$ cat config.mk
export PLATFORM = sky130hd
export DESIGN_NAME = frame_header_parser_unit
export DESIGN_NICKNAME = d
export VERILOG_FILES = /design/src/fhp_pkg.sv /design/src/frame_header_parser_unit.sv /design/src/fhp_front.sv /design/src/fhp_queue.sv /design/src/fhp_back.sv
export SDC_FILE = /design/constraint.sdc
export NUM_CORES = 1
export LEC_CHECK = 0
export ABC_CLOCK_PERIOD_IN_PS = 8200
export BUFFER_PORTS_ARGS = -buffer_cell sky130_fd_sc_hd__buf_2
export CAP_MARGIN = 15
export CORE_ASPECT_RATIO = 0.75
export CORE_MARGIN = 4
export CORE_UTILIZATION = 45
export CTS_BUF_LIST = sky130_fd_sc_hd__clkbuf_4 sky130_fd_sc_hd__clkbuf_8
export DETAILED_ROUTE_END_ITERATION = 16
export PLACE_DENSITY = 0.74
export SLEW_MARGIN = 25
export SYNTH_ARGS = -nofsm -noshare
export SYNTH_HDL_FRONTEND = slang
export SYNTH_SLANG_ARGS = --single-unit
$ cat constraint.sdc
create_clock -name clk_i -period 8.2 [get_ports clk_i]
set_clock_uncertainty 0.2 [all_clocks]
set_input_delay 1.23 -clock clk_i [delete_from_list [all_inputs] [get_ports clk_i]]
set_output_delay 1.23 -clock clk_i [all_outputs]
set_load 0.03 [all_outputs]
$ cat src/fhp_pkg.sv
// Package for the frame header parser.
// Holds the shared constants, codes and word types used by the front, queue, back
// and top files.
`timescale 1ns / 1ps

package fhp_pkg;

  localparam int unsigned MAX_PLANES    = 4;
  localparam int unsigned HDR_FIXED_LEN = 36;
  localparam int unsigned QDEPTH        = 4;
  localparam int unsigned IN_TDATA_W    = 8;
  localparam int unsigned OUT_TDATA_W   = 80;
  localparam int unsigned CFG_DATA_W    = 32;

  typedef enum logic [0:0] {
    REG_MAGIC   = 1'b0,
    REG_VERSION = 1'b1
  } fhp_reg_e;

  typedef enum logic [1:0] {
    CLS_MAGIC,
    CLS_VERSION,
    CLS_SKIP,
    CLS_FIELD
  } fhp_cls_e;

  typedef enum logic [3:0] {
    FID_SLOT   = 4'd0,
    FID_WIDTH  = 4'd1,
    FID_HEIGHT = 4'd2,
    FID_FOURCC = 4'd3,
    FID_FRAME  = 4'd4,
    FID_MATRIX = 4'd5,
    FID_RANGE  = 4'd6,
    FID_SITING = 4'd7,
    FID_PLANES = 4'd8,
    FID_PITCH  = 4'd9,
    FID_OFFSET = 4'd10
  } fhp_fid_e;

  typedef enum logic [2:0] {
    ERR_OK      = 3'd0,
    ERR_SHORT   = 3'd1,
    ERR_MAGIC   = 3'd2,
    ERR_VERSION = 3'd3,
    ERR_PLANES  = 3'd4,
    ERR_TRUNC   = 3'd5
  } fhp_err_e;

  // One queue entry: the results caused by one byte.
  typedef struct packed {
    logic        field_v;
    fhp_fid_e    field_id;
    logic [1:0]  plane_index;
    logic [63:0] value;
    logic        status_v;
    fhp_err_e    error_code;
  } fhp_entry_t;

  // One output word.
  typedef struct packed {
    logic        kind;
    logic        last;
    fhp_fid_e    field_id;
    logic [1:0]  plane_index;
    logic [63:0] value;
    fhp_err_e    error_code;
  } fhp_word_t;

endpackage

$ cat src/frame_header_parser_unit.sv
// Top level of the frame header parser: front, result queue and back.
// Depends on fhp_pkg, fhp_front, fhp_queue and fhp_back.
//
// Takes one header byte per clock and never stalls the input while the result
// queue has room. Each byte gives at most one field word, except the final
// byte of a buffer when it also closes a field: that byte gives a field word
// and then a status word, so the single output register carries two words for
// it. A four-entry queue between the classifier and the output register
// absorbs these bursts and output back-pressure; input ready falls only when
// the queue is full. Configuration writes take effect on the next clock.
`timescale 1ns / 1ps

module frame_header_parser_unit (
  input  logic                              clk_i,
  input  logic                              rst_ni,
  input  logic                              cfg_we_i,
  input  logic                              cfg_idx_i,
  input  logic [fhp_pkg::CFG_DATA_W-1:0]    cfg_wdata_i,
  input  logic                              s_axis_tvalid,
  output logic                              s_axis_tready,
  // [7:0] data_byte
  input  logic [fhp_pkg::IN_TDATA_W-1:0]    s_axis_tdata,
  input  logic                              s_axis_tlast,
  output logic                              m_axis_tvalid,
  input  logic                              m_axis_tready,
  // [3:0] field_id, [5:4] plane_index, [69:6] value, [72:70] error_code
  output logic [fhp_pkg::OUT_TDATA_W-1:0]   m_axis_tdata,
  // [0] kind
  output logic                              m_axis_tuser,
  output logic                              m_axis_tlast
);
  import fhp_pkg::*;

  fhp_entry_t push_entry, head;
  logic       push, full, pop, head_valid;
  fhp_word_t  word;

  fhp_front u_front (
    .clk_i       (clk_i),
    .rst_ni      (rst_ni),
    .cfg_we_i    (cfg_we_i),
    .cfg_idx_i   (fhp_reg_e'(cfg_idx_i)),
    .cfg_wdata_i (cfg_wdata_i),
    .in_valid_i  (s_axis_tvalid),
    .in_ready_o  (s_axis_tready),
    .in_byte_i   (s_axis_tdata),
    .in_last_i   (s_axis_tlast),
    .full_i      (full),
    .push_o      (push),
    .entry_o     (push_entry)
  );

  fhp_queue u_queue (
    .clk_i        (clk_i),
    .rst_ni       (rst_ni),
    .push_i       (push),
    .entry_i      (push_entry),
    .full_o       (full),
    .pop_i        (pop),
    .head_valid_o (head_valid),
    .head_o       (head)
  );

  fhp_back u_back (
    .clk_i        (clk_i),
    .rst_ni       (rst_ni),
    .head_valid_i (head_valid),
    .head_i       (head),
    .pop_o        (pop),
    .out_valid_o  (m_axis_tvalid),
    .out_ready_i  (m_axis_tready),
    .word_o       (word)
  );

  assign m_axis_tdata = {7'd0, word.error_code, word.value, word.plane_index, word.field_id};
  assign m_axis_tuser = word.kind;
  assign m_axis_tlast = word.last;

endmodule

$ cat src/fhp_front.sv
// Front end of the frame header parser: config registers, byte position,
// field classification, accumulation and status. Depends on fhp_pkg.
`timescale 1ns / 1ps

module fhp_front (
  input  logic                            clk_i,
  input  logic                            rst_ni,
  input  logic                            cfg_we_i,
  input  fhp_pkg::fhp_reg_e               cfg_idx_i,
  input  logic [fhp_pkg::CFG_DATA_W-1:0]  cfg_wdata_i,
  input  logic                            in_valid_i,
  output logic                            in_ready_o,
  input  logic [7:0]                      in_byte_i,
  input  logic                            in_last_i,
  input  logic                            full_i,
  output logic                            push_o,
  output fhp_pkg::fhp_entry_t             entry_o
);
  import fhp_pkg::*;

  logic [31:0] magic_q;
  logic [15:0] version_q;
  logic [7:0]  pos_q, pos_d;
  logic [63:0] acc_q, acc_d;
  logic [7:0]  pt_q, pt_d;
  logic        magic_mm_q, magic_mm_d;
  logic        version_mm_q, version_mm_d;

  fhp_cls_e    cls;
  fhp_fid_e    fid;
  logic [2:0]  k;
  logic        done;
  logic [1:0]  plane;
  logic [7:0]  r;
  logic [5:0]  q;
  logic [7:0]  qoff;
  logic        in_planes;
  logic        accept;
  logic        emit;
  logic [8:0]  length;
  logic [8:0]  need;
  fhp_err_e    err;

  function automatic logic planes_ok(input logic [7:0] pt);
    planes_ok = (pt != 8'd0) && (pt <= 8'(MAX_PLANES));
  endfunction

  assign in_ready_o = !full_i;
  assign accept     = in_valid_i && in_ready_o;

  always_ff @(posedge clk_i or negedge rst_ni) begin
    if (!rst_ni) begin
      magic_q   <= '0;
      version_q <= '0;
    end else if (cfg_we_i) begin
      case (cfg_idx_i)
        REG_MAGIC:   magic_q   <= cfg_wdata_i;
        REG_VERSION: version_q <= cfg_wdata_i[15:0];
        default: ;
      endcase
    end
  end

  assign r         = pos_q - 8'(HDR_FIXED_LEN);
  assign q         = r[7:2];
  assign qoff      = {2'b00, q} - pt_q;
  assign in_planes = planes_ok(pt_q) && ({3'b000, r} < {pt_q, 3'b000});

  always_comb begin
    cls   = CLS_SKIP;
    fid   = FID_SLOT;
    k     = 3'd0;
    done  = 1'b1;
    plane = 2'd0;
    if (pos_q < 8'd4) begin
      cls  = CLS_MAGIC;
      k    = {1'b0, pos_q[1:0]};
      done = (pos_q[1:0] == 2'd3);
    end else if (pos_q < 8'd6) begin
      cls  = CLS_VERSION;
      k    = {2'b00, pos_q[0]};
      done = pos_q[0];
    end else if (pos_q < 8'd8) begin
      cls = CLS_SKIP;
    end else if (pos_q < 8'd24) begin
      cls  = CLS_FIELD;
      fid  = fhp_fid_e'({1'b0, pos_q[4:2]} - 4'd2);
      k    = {1'b0, pos_q[1:0]};
      done = (pos_q[1:0] == 2'd3);
    end else if (pos_q < 8'd32) begin
      cls  = CLS_FIELD;
      fid  = FID_FRAME;
      k    = pos_q[2:0];
      done = (pos_q[2:0] == 3'd7);
    end else if (pos_q < 8'(HDR_FIXED_LEN)) begin
      cls = CLS_FIELD;
      fid = fhp_fid_e'(4'(FID_MATRIX) + {2'b00, pos_q[1:0]});
    end else if (in_planes) begin
      cls  = CLS_FIELD;
      k    = {1'b0, r[1:0]};
      done = (r[1:0] == 2'd3);
      if ({2'b00, q} < pt_q) begin
        fid   = FID_PITCH;
        plane = q[1:0];
      end else begin
        fid   = FID_OFFSET;
        plane = qoff[1:0];
      end
    end
  end

  always_comb begin
    if (k == 3'd0) begin
      acc_d = {56'd0, in_byte_i};
    end else begin
      acc_d = acc_q | ({56'd0, in_byte_i} << {k, 3'b000});
    end
  end

  always_comb begin
    magic_mm_d   = magic_mm_q;
    version_mm_d = version_mm_q;
    pt_d         = pt_q;
    emit         = 1'b0;
    if (done && (pos_q != 8'hff)) begin
      case (cls)
        CLS_MAGIC:   magic_mm_d   = (acc_d[31:0] != magic_q);
        CLS_VERSION: version_mm_d = (acc_d[15:0] != version_q);
        CLS_FIELD: begin
          if (fid == FID_PLANES) begin
            pt_d = in_byte_i;
          end
          emit = !magic_mm_q && !version_mm_q;
        end
        default: ;
      endcase
    end
  end

  // need is only compared when the plane count is in range
  assign length = {1'b0, pos_q} + 9'd1;
  assign need   = 9'(HDR_FIXED_LEN) + {pt_d[5:0], 3'b000};

  always_comb begin
    if (length < 9'(HDR_FIXED_LEN)) begin
      err = ERR_SHORT;
    end else if (magic_mm_d) begin
      err = ERR_MAGIC;
    end else if (version_mm_d) begin
      err = ERR_VERSION;
    end else if (!planes_ok(pt_d)) begin
      err = ERR_PLANES;
    end else if ((pos_q != 8'hff) && (length < need)) begin
      err = ERR_TRUNC;
    end else begin
      err = ERR_OK;
    end
  end

  always_comb begin
    entry_o.field_v     = emit;
    entry_o.field_id    = fid;
    entry_o.plane_index = plane;
    entry_o.value       = acc_d;
    entry_o.status_v    = in_last_i;
    entry_o.error_code  = err;
  end

  assign push_o = accept && (emit || in_last_i);

  assign pos_d = (pos_q == 8'hff) ? pos_q : pos_q + 8'd1;

  always_ff @(posedge clk_i or negedge rst_ni) begin
    if (!rst_ni) begin
      pos_q        <= '0;
      pt_q         <= '0;
      magic_mm_q   <= 1'b0;
      version_mm_q <= 1'b0;
    end else if (accept) begin
      if (in_last_i) begin
        pos_q        <= '0;
        pt_q         <= '0;
        magic_mm_q   <= 1'b0;
        version_mm_q <= 1'b0;
      end else begin
        pos_q        <= pos_d;
        pt_q         <= pt_d;
        magic_mm_q   <= magic_mm_d;
        version_mm_q <= version_mm_d;
      end
    end
  end

  always_ff @(posedge clk_i) begin
    if (accept) begin
      acc_q <= acc_d;
    end
  end

`ifndef SYNTH
  a_magic_clear_early: assert property (@(posedge clk_i) disable iff (!rst_ni)
    (pos_q < 8'd4) |-> !magic_mm_q)
    else $error("magic mismatch flagged before the magic word completed");
  a_planes_after_fixed: assert property (@(posedge clk_i) disable iff (!rst_ni)
    (pt_q != 8'd0) |-> (pos_q > 8'(HDR_FIXED_LEN - 1)))
    else $error("plane count set before the fixed header ended");
  a_no_field_on_mismatch: assert property (@(posedge clk_i) disable iff (!rst_ni)
    (push_o && entry_o.field_v) |-> (!magic_mm_q && !version_mm_q))
    else $error("field word queued after a header mismatch");
`endif

endmodule

$ cat src/fhp_queue.sv
// Small register queue between the parser front and back.
// Depends on fhp_pkg.
`timescale 1ns / 1ps

module fhp_queue (
  input  logic                 clk_i,
  input  logic                 rst_ni,
  input  logic                 push_i,
  input  fhp_pkg::fhp_entry_t  entry_i,
  output logic                 full_o,
  input  logic                 pop_i,
  output logic                 head_valid_o,
  output fhp_pkg::fhp_entry_t  head_o
);
  import fhp_pkg::*;

  localparam int unsigned PTR_W = $clog2(QDEPTH);
  localparam int unsigned CNT_W = $clog2(QDEPTH + 1);

  fhp_entry_t         mem_q [QDEPTH];
  logic [PTR_W-1:0]   wr_ptr_q, rd_ptr_q;
  logic [CNT_W-1:0]   cnt_q, cnt_d;
  logic               do_push, do_pop;

  assign full_o       = (cnt_q == CNT_W'(QDEPTH));
  assign head_valid_o = (cnt_q != '0);
  assign head_o       = mem_q[rd_ptr_q];
  assign do_push      = push_i && !full_o;
  assign do_pop       = pop_i && head_valid_o;

  always_comb begin
    cnt_d = cnt_q;
    if (do_push && !do_pop) begin
      cnt_d = cnt_q + CNT_W'(1);
    end else if (do_pop && !do_push) begin
      cnt_d = cnt_q - CNT_W'(1);
    end
  end

  always_ff @(posedge clk_i or negedge rst_ni) begin
    if (!rst_ni) begin
      wr_ptr_q <= '0;
      rd_ptr_q <= '0;
      cnt_q    <= '0;
    end else begin
      cnt_q <= cnt_d;
      if (do_push) begin
        wr_ptr_q <= wr_ptr_q + PTR_W'(1);
      end
      if (do_pop) begin
        rd_ptr_q <= rd_ptr_q + PTR_W'(1);
      end
    end
  end

  always_ff @(posedge clk_i) begin
    if (do_push) begin
      mem_q[wr_ptr_q] <= entry_i;
    end
  end

endmodule

$ cat src/fhp_back.sv
// Back end of the frame header parser: splits each queue entry into field
// and status words behind one output register. Depends on fhp_pkg.
`timescale 1ns / 1ps

module fhp_back (
  input  logic                 clk_i,
  input  logic                 rst_ni,
  input  logic                 head_valid_i,
  input  fhp_pkg::fhp_entry_t  head_i,
  output logic                 pop_o,
  output logic                 out_valid_o,
  input  logic                 out_ready_i,
  output fhp_pkg::fhp_word_t   word_o
);
  import fhp_pkg::*;

  fhp_word_t out_q, out_d;
  logic      out_valid_q, out_valid_d;
  logic      field_sent_q, field_sent_d;
  logic      load;

  assign load = !out_valid_q || out_ready_i;

  always_comb begin
    out_d        = out_q;
    out_valid_d  = out_valid_q;
    field_sent_d = field_sent_q;
    pop_o        = 1'b0;
    if (load) begin
      out_valid_d = head_valid_i;
      if (head_valid_i) begin
        if (head_i.field_v && !field_sent_q) begin
          out_d.kind        = 1'b0;
          out_d.last        = !head_i.status_v;
          out_d.field_id    = head_i.field_id;
          out_d.plane_index = head_i.plane_index;
          out_d.value       = head_i.value;
          out_d.error_code  = ERR_OK;
          field_sent_d      = head_i.status_v;
          pop_o             = !head_i.status_v;
        end else begin
          out_d.kind        = 1'b1;
          out_d.last        = 1'b1;
          out_d.field_id    = FID_SLOT;
          out_d.plane_index = 2'd0;
          out_d.value       = 64'd0;
          out_d.error_code  = head_i.error_code;
          field_sent_d      = 1'b0;
          pop_o             = 1'b1;
        end
      end
    end
  end

  always_ff @(posedge clk_i or negedge rst_ni) begin
    if (!rst_ni) begin
      out_valid_q  <= 1'b0;
      field_sent_q <= 1'b0;
    end else begin
      out_valid_q  <= out_valid_d;
      field_sent_q <= field_sent_d;
    end
  end

  always_ff @(posedge clk_i) begin
    out_q <= out_d;
  end

  assign out_valid_o = out_valid_q;
  assign word_o      = out_q;

`ifndef SYNTH
  a_split_keeps_head: assert property (@(posedge clk_i) disable iff (!rst_ni)
    field_sent_q |-> (head_valid_i && head_i.status_v))
    else $error("status entry left the queue before its status word was sent");
  a_split_word_held: assert property (@(posedge clk_i) disable iff (!rst_ni)
    field_sent_q |-> (out_valid_q && !out_q.kind && !out_q.last))
    else $error("split entry without its field word in the output register");
`endif

endmodule
==> results of run 1 <==
sequential cells by signal, indices dropped and copies added, names as in the netlist, 2 cells and up:
signal             cells
u_queue.mem_q        300
u_back.word_o         75
u_front.acc_q         64
u_front.magic_q       32
u_front.version_q     16
u_front.pos_q          8
u_front.pt_q           8
u_queue.cnt_q          3
u_queue.rd_ptr_q       2
u_queue.wr_ptr_q       2
cell type report:
type,instances,area share
clock inverters,30,0.00977
flip-flops and latches,514,0.613
clock buffers,109,0.0559
well taps,639,0.0325
repair buffers,137,0.0297
multi-input cells,724,0.252
inverters,46,0.00702
synthesized netlist by cell type (all sizes together) (6+ instances only):
cell and n:
edfxtp 439, dfrtp 75, mux4 75, nor2 74, and3 73, a21oi 61, nand2 51, mux2 47
clkbuf 45, inv 44, buf 35, o21ai 34, ha 31, nor3 23, xor2 21, a22o 19
xnor2 18, mux2i 14, and2 12, nand3 12, a31oi 11, a211oi 10, nand2b 10, nor2b 10
nor4 9, o22ai 9, a21o 7, a22oi 6
critical path: cells and delay by family (launching register included):
kind / cells / cell delay, ns
and+or+nand+nor: 7 / 1.13
DFF: 1 / 0.61
xor gates and xnor gates: 1 / 0.23
AOI/OAI and AO/OA: 10 / 3.35
buffers and inverters: 2 / 0.31
adders and majority gates: 4 / 1.08
cells by family (layout without fill, tap and decap cells):
kind of cell,count (synthesis),count (layout),synth area share
flip-flops,514,514,0.692
AND/OR/NAND/NOR,298,298,0.0721
AO/OA/AOI/OAI,211,211,0.0658
multiplexers,136,136,0.109
buffers and inverters,126,322,0.0253
XOR/XNOR,39,39,0.0157
adder cells (fa/ha/maj),33,33,0.0197
other,1,7,0.000172
report_power, final:
part / internal, µW / switching [µW] / total, µW
Combinational: 957 / 1750 / 2700
Clock: 1190 / 992 / 2180
Sequential: 3750 / 299 / 4050
routing by layer:
metal,routed length [µm],up-vias,global-route usage
met4,969,0,0.0510
li1,-,5575,-
met3,4550,80,0.0526
met5,0,-,0
met1,24000,6338,0.311
met2,21900,532,0.279
metrics by stage:
| stage | setup slack [ns] | hold WS (ns) | cell area (µm²) |
|---|---|---|---|
| after floorplan | 1.23 | 0.264 | 21800 |
| after global placement | 1.46 | 0.283 | 23000 |
| after detailed placement | 1.23 | 0.298 | 23000 |
| after CTS | 1.18 | 0.310 | 24600 |
| after global routing | 0.569 | 0.335 | 24600 |
| final | 1.04 | 0.307 | 24600 |
how the worst min path moves through the flow:
stage | to | startpoint | slack [ns]
3_5_place_dp | u_queue.cnt_q[2] | u_queue.cnt_q[2] | 0.30
5_1_grt | u_queue.cnt_q[2] | u_queue.cnt_q[2] | 0.33
2_1_floorplan | u_queue.cnt_q[2] | u_queue.cnt_q[2] | 0.26
4_1_cts | u_queue.cnt_q[2] | u_queue.cnt_q[2] | 0.31
6_report | u_queue.cnt_q[2] | u_queue.cnt_q[2] | 0.31
3_3_place_gp | u_queue.cnt_q[2] | u_queue.cnt_q[2] | 0.28
==> run summary, run 1 <==
Finished Core Util - 0.517
Final worst path period need - 7.16 ns
Most common cell after layout, fill and taps aside - edfxtp_1
Placeable Area - 0.0476 mm²
CTS Hold Bufs - 0
Routed vias - 12500
R2r startpoint - u_front.pos_q[4]
Vias/cell - 5.70
GRT Total Usage - 0.199
Synthesized flop and latch total - 514
Pwr Density - 363 mW/mm²
Final slew viol count - 0
Slowest stage cell, crit path - a211oi_2
Post-Syn Area - 0.0218 mm²
Worst slew margin - 0.296
Antenna violations before repair - 0
Root buf cell - clkbuf_8
Antenna Nets Post-Route - 0
Sequential area share after synthesis - 0.692
Area Overhead vs Synth - 13.0%
FF/Latch Area - 0.0151 mm²
Longest Clk Path Bufs - 3
CTS clock-pin slew for the worst setup and hold paths - 0.06 ns
Status - completed
Final Cycle Share - 0.873
Synthesized instance count - 1358
Post-synth cell types - 75
Post-Route WL - 51.4 mm
DR iter-0 viols - 1237
Setup TNS Final - 0 ns
Layout cells sized above 1 - 0.262
Synth top area cells - edfxtp_1 (61%), dfrtp_1 (8.6%), mux4_2 (7.8%)
Die X - 262 µm
Critical Path Sink Type - flip-flop
Mean post-synth cell area - 16.0 µm²
# H-tree levels - 3
FP Rows - 69
DR DRC count - 0
Largest net degree at the start of global routing - 76
Routed wire per std cell - 23.4 µm
Worst Tran Pin Value - 1.06 ns
CP required - 8.40 ns
Ys flop type - edfxtp_1
Final hold viol count - 0
Number of diodes - 0
CTS Buf Count - 79
GRT overflow - 0
Clock latency on the worst-skew pair - 0.66 ns
Starting density of the core - 0.457
HP Class - flip-flop to flip-flop
Setup Crit Path Kind - flip-flop to flip-flop
Placed insts - 2060
Die ar. - 0.0520 mm²
Global-route wire length before repair - 77.6 mm
Number of global-route vias before repair - 12500
Filler cells - 3841
GPL Wtd Cong - 0.899
Hold depth - 1
Dpl hpwl - 33.3 mm
Port Buffer Count - 123
Die Ht - 198 µm
Post-cts resize count - 0
Detailed Routing Iterations Pass 1 - 5
Yosys top cell by area - edfxtp_1
Non-Filler Instances - 2199
Tot Pwr - 8930 µW
CP Launch Point - u_front.pos_q[4]
Post-synth EDFFs - 439
RSZ-0062 raised after global routing - false
CP arrival - 7.36 ns
Post-synth top area share - 0.606
Crit-path most repeated cell - ha_1
Multi-input logic area - 0.00620 mm²
CP Max Fanout - 14
CTS tree - done
Worst path max stage delay - 0.77 ns
Ys Warns - 0
Max-cap viol count - 0
Max VDD drop - 0.182 mV
# Post-CTS Setup Buffers - 0
RR Endpoint - u_queue.mem_q[3][0]
Worst reg-to-reg path cell count - 24
Crit path to - u_queue.mem_q[3][0]
Top-level I/O count - 131
Async SR Flop Fraction - 0.146
Worst R2R Setup Slack - 1.04 ns
Critical-path cell list - inv_1 > ha_1 > nand2_1 > nand2_1 > xor2_1 > ha_1 > a211o_1 > a31o_2 > a211oi_2 > o21ai_0 > o211ai_1 > or4_1 > nor2_1 > a21oi_1 > inv_1 > ha_1 > ha_1 > nor2b_1 > o21ai_0 > nand2b_1 > a211oi_1 > nand2b_1 > o21a_1 > o21bai_1
Most frequent cells in the layout - edfxtp_1 (439), buf_2 (122), clkbuf_8 (89)
Leakage power - 0.00911 µW
Clk sinks - 514
Worst setup SP type - flip-flop
Final-stage net count - 1582
Final setup fails - 0
Max Clk Rate - 140 MHz
Power figures use the tool's default switching activity.
==> run 2: changes to the inputs <==
BUFFER_PORTS_ARGS = unset   (was -buffer_cell sky130_fd_sc_hd__buf_2)
CORE_ASPECT_RATIO = unset   (was 0.75)
DONT_BUFFER_PORTS = 1   (was unset)
PLACE_DENSITY = 0.72   (was 0.74)
==> run 2 against run 1 <==
Final cell count shrank 5.8%; non-clock buffer count shrank 122; critical path depth is 1 lower; final area fell by 2.2%; clock power grew 3%; via count fell by 2.3%.
==> run summary, run 2 (synthesis results as in run 1) <==
Worst R2R Setup Slack - 1.76 ns (was 1.04 ns)
Finished Core Util - 0.503 (was 0.517)
Die ar. - 0.0519 mm² (was 0.0520 mm²)
Setup TNS Final - 0 ns (unchanged)
GRT Total Usage - 0.198 (was 0.199)
Worst path max stage delay - 0.68 ns (was 0.77 ns)
Root buf cell - clkbuf_8 (unchanged)
FP Rows - 80 (was 69)
Top-level I/O count - 131 (unchanged)
Longest Clk Path Bufs - 3 (unchanged)
Final setup margin - 1.76 ns (was 1.04 ns)
Max-cap viol count - 0 (unchanged)
CP required - 8.43 ns (was 8.40 ns)
Post-Route WL - 51.3 mm (was 51.4 mm)
DR DRC count - 0 (unchanged)
Setup Crit Path Kind - flip-flop to flip-flop (unchanged)
Area Overhead vs Synth - 10.5% (was 13.0%)
Post-cts resize count - 0 (unchanged)
Clk sinks - 514 (unchanged)
Pwr Density - 368 mW/mm² (was 363 mW/mm²)
Largest net degree at the start of global routing - 76 (unchanged)
Post-place setup slack - 1.85 ns (was 1.23 ns)
Antenna Nets Post-Route - 0 (unchanged)
Leakage power - 0.00865 µW (was 0.00911 µW)
Worst slew margin - 0.305 (was 0.296)
CTS Buf Count - 85 (was 79)
Placed insts - 1914 (was 2060)
Die X - 228 µm (was 262 µm)
CTS Hold Bufs - 0 (unchanged)
Antenna violations before repair - 1 (was 0)
Starting density of the core - 0.456 (was 0.457)
CP Max Fanout - 14 (unchanged)
CTS tree - done (unchanged)
Routed vias - 12200 (was 12500)
Final-stage net count - 1466 (was 1582)
Worst path buffer plus inverter count - 3 (was 2)
Final slew viol count - 0 (unchanged)
HP Class - input pin to asynchronous set/reset pin (was flip-flop to flip-flop)
Biggest register - u_queue.mem_q (unchanged)
Non-Filler Instances - 2072 (was 2199)
Final worst path period need - 6.44 ns (was 7.16 ns)
CP arrival - 6.67 ns (was 7.36 ns)
# H-tree levels - 3 (unchanged)
Largest register FFs - 300 (unchanged)
Global-route wire length before repair - 78.7 mm (was 77.6 mm)
Placeable Area - 0.0477 mm² (was 0.0476 mm²)
CTS clock-pin slew for the worst setup and hold paths - 0.07 ns (was 0.06 ns)
Max Clk Rate - 155 MHz (was 140 MHz)
Detailed Routing Iterations Pass 1 - 5 (unchanged)
Final setup fails - 0 (unchanged)
Critical Path Sink Type - flip-flop (unchanged)
Critical-path cell list - inv_1 > ha_1 > nand2_1 > nand2_1 > xor2_1 > ha_1 > a211o_1 > a31o_2 > a211oi_2 > buf_4 > a311oi_1 > or2_2 > or4_1 > a21oi_1 > inv_1 > ha_1 > ha_1 > nor2b_1 > o21ai_0 > nand2b_1 > a211oi_1 > o31ai_1 > nor3_1 (was inv_1 > ha_1 > nand2_1 > nand2_1 > xor2_1 > ha_1 > a211o_1 > a31o_2 > a211oi_2 > o21ai_0 > o211ai_1 > or4_1 > nor2_1 > a21oi_1 > inv_1 > ha_1 > ha_1 > nor2b_1 > o21ai_0 > nand2b_1 > a211oi_1 > nand2b_1 > o21a_1 > o21bai_1)
Status - completed (unchanged)
RSZ-0062 raised after global routing - false (unchanged)
Routed wire per std cell - 24.7 µm (was 23.4 µm)
Hold_ws - 0.0602 ns (was 0.307 ns)
Port Buffer Count - 0 (was 123)
Number of global-route vias before repair - 12500 (about the same)
CP delay by family, top - compound AO/OA/AOI/OAI gates (unchanged)
Worst reg-to-reg path cell count - 23 (was 24)
Layout cells sized above 1 - 0.205 (was 0.262)
Worst Tran Pin Value - 1.04 ns (was 1.06 ns)
R2r startpoint - u_front.pos_q[3] (was u_front.pos_q[4])
RR Endpoint - u_queue.mem_q[3][2] (was u_queue.mem_q[3][0])
Final Cycle Share - 0.785 (was 0.873)
Most frequent cells in the layout - edfxtp_1 (439), clkbuf_8 (90), mux4_2 (75) (was edfxtp_1 (439), buf_2 (122), clkbuf_8 (89))
Filler cells - 3897 (was 3841)
Clock latency on the worst-skew pair - 0.67 ns (was 0.66 ns)
Vias/cell - 5.90 (was 5.70)
Die Ht - 228 µm (was 198 µm)
Max VDD drop - 0.152 mV (was 0.182 mV)
Most common cell after layout, fill and taps aside - edfxtp_1 (unchanged)
Worst setup SP type - flip-flop (unchanged)
Dpl hpwl - 32.2 mm (was 33.3 mm)
Final hold viol count - 0 (unchanged)
GRT overflow - 0 (unchanged)
Crit-path most repeated cell - ha_1 (unchanged)
# Post-CTS Setup Buffers - 0 (unchanged)
DR iter-0 viols - 1235 (was 1237)
Slowest stage cell, crit path - or4_1 (was a211oi_2)
GPL Wtd Cong - 0.889 (was 0.899)
## run 2: worst register-to-register path: stages (launching register included)
cell and delay, ns:
dfrtp_1 0.55, inv_1 0.23, ha_1 0.25, nand2_1 0.07
nand2_1 0.10, xor2_1 0.26, ha_1 0.30, a211o_1 0.29
a31o_2 0.25, a211oi_2 0.17, buf_4 0.23, a311oi_1 0.08
or2_2 0.30, or4_1 0.68, a21oi_1 0.40, inv_1 0.14
ha_1 0.31, ha_1 0.26, nor2b_1 0.12, o21ai_0 0.15
nand2b_1 0.07, a211oi_1 0.30, o31ai_1 0.12, nor3_1 0.35
## run 2: how the worst max path moves through the flow
stage,from,slack (ns),cells after the start,to
2_1_floorplan,m_axis_tready,1.23,7,u_queue.cnt_q[1]
3_3_place_gp,u_front.pos_q[4],1.97,24,u_queue.mem_q[2][0]
6_report,u_front.pos_q[3],1.76,23,u_queue.mem_q[3][2]
4_1_cts,u_front.pos_q[3],1.79,24,u_queue.mem_q[2][0]
3_5_place_dp,u_front.pos_q[3],1.85,24,u_queue.mem_q[1][0]
5_1_grt,u_front.pos_q[4],1.26,24,u_queue.mem_q[2][0]
## run 2: layout make-up
class | instances | area, µm² | area share
sequential | 514 | 15100 | 0.627
multi-input combinational | 724 | 6200 | 0.258
timing repair buffer | 15 | 113 | 0.00468
inverter | 46 | 173 | 0.00718
tap | 615 | 769 | 0.0320
clock buffer | 110 | 1390 | 0.0578
clock inverter | 47 | 325 | 0.0135
antenna | 1 | 2.50 | 0.000104
## run 2: routing by layer
| layer | global-route usage | routed length (µm) | vias to the layer above |
|---|---|---|---|
| met5 | 0 | 0 | - |
| met4 | 0.0658 | 1480 | 0 |
| met3 | 0.0585 | 4510 | 111 |
| met2 | 0.296 | 23000 | 575 |
| met1 | 0.280 | 22200 | 6181 |
| li1 | - | - | 5365 |
## run 2: power by group
group          leakage (µW)  internal [µW]  switching [µW]  total (µW)
sequential          0.00509           3760             706        4470
combinational       0.00267            839            1290        2130
clock              0.000892           1220            1030        2250
## run 2: through the flow
stage	power, µW	instance area, µm²
5_1_grt	9290	24000
6_report	8840	24000
3_3_place_gp	6600	22300
3_5_place_dp	6670	22300
2_1_floorplan	5950	21800
4_1_cts	8940	24000
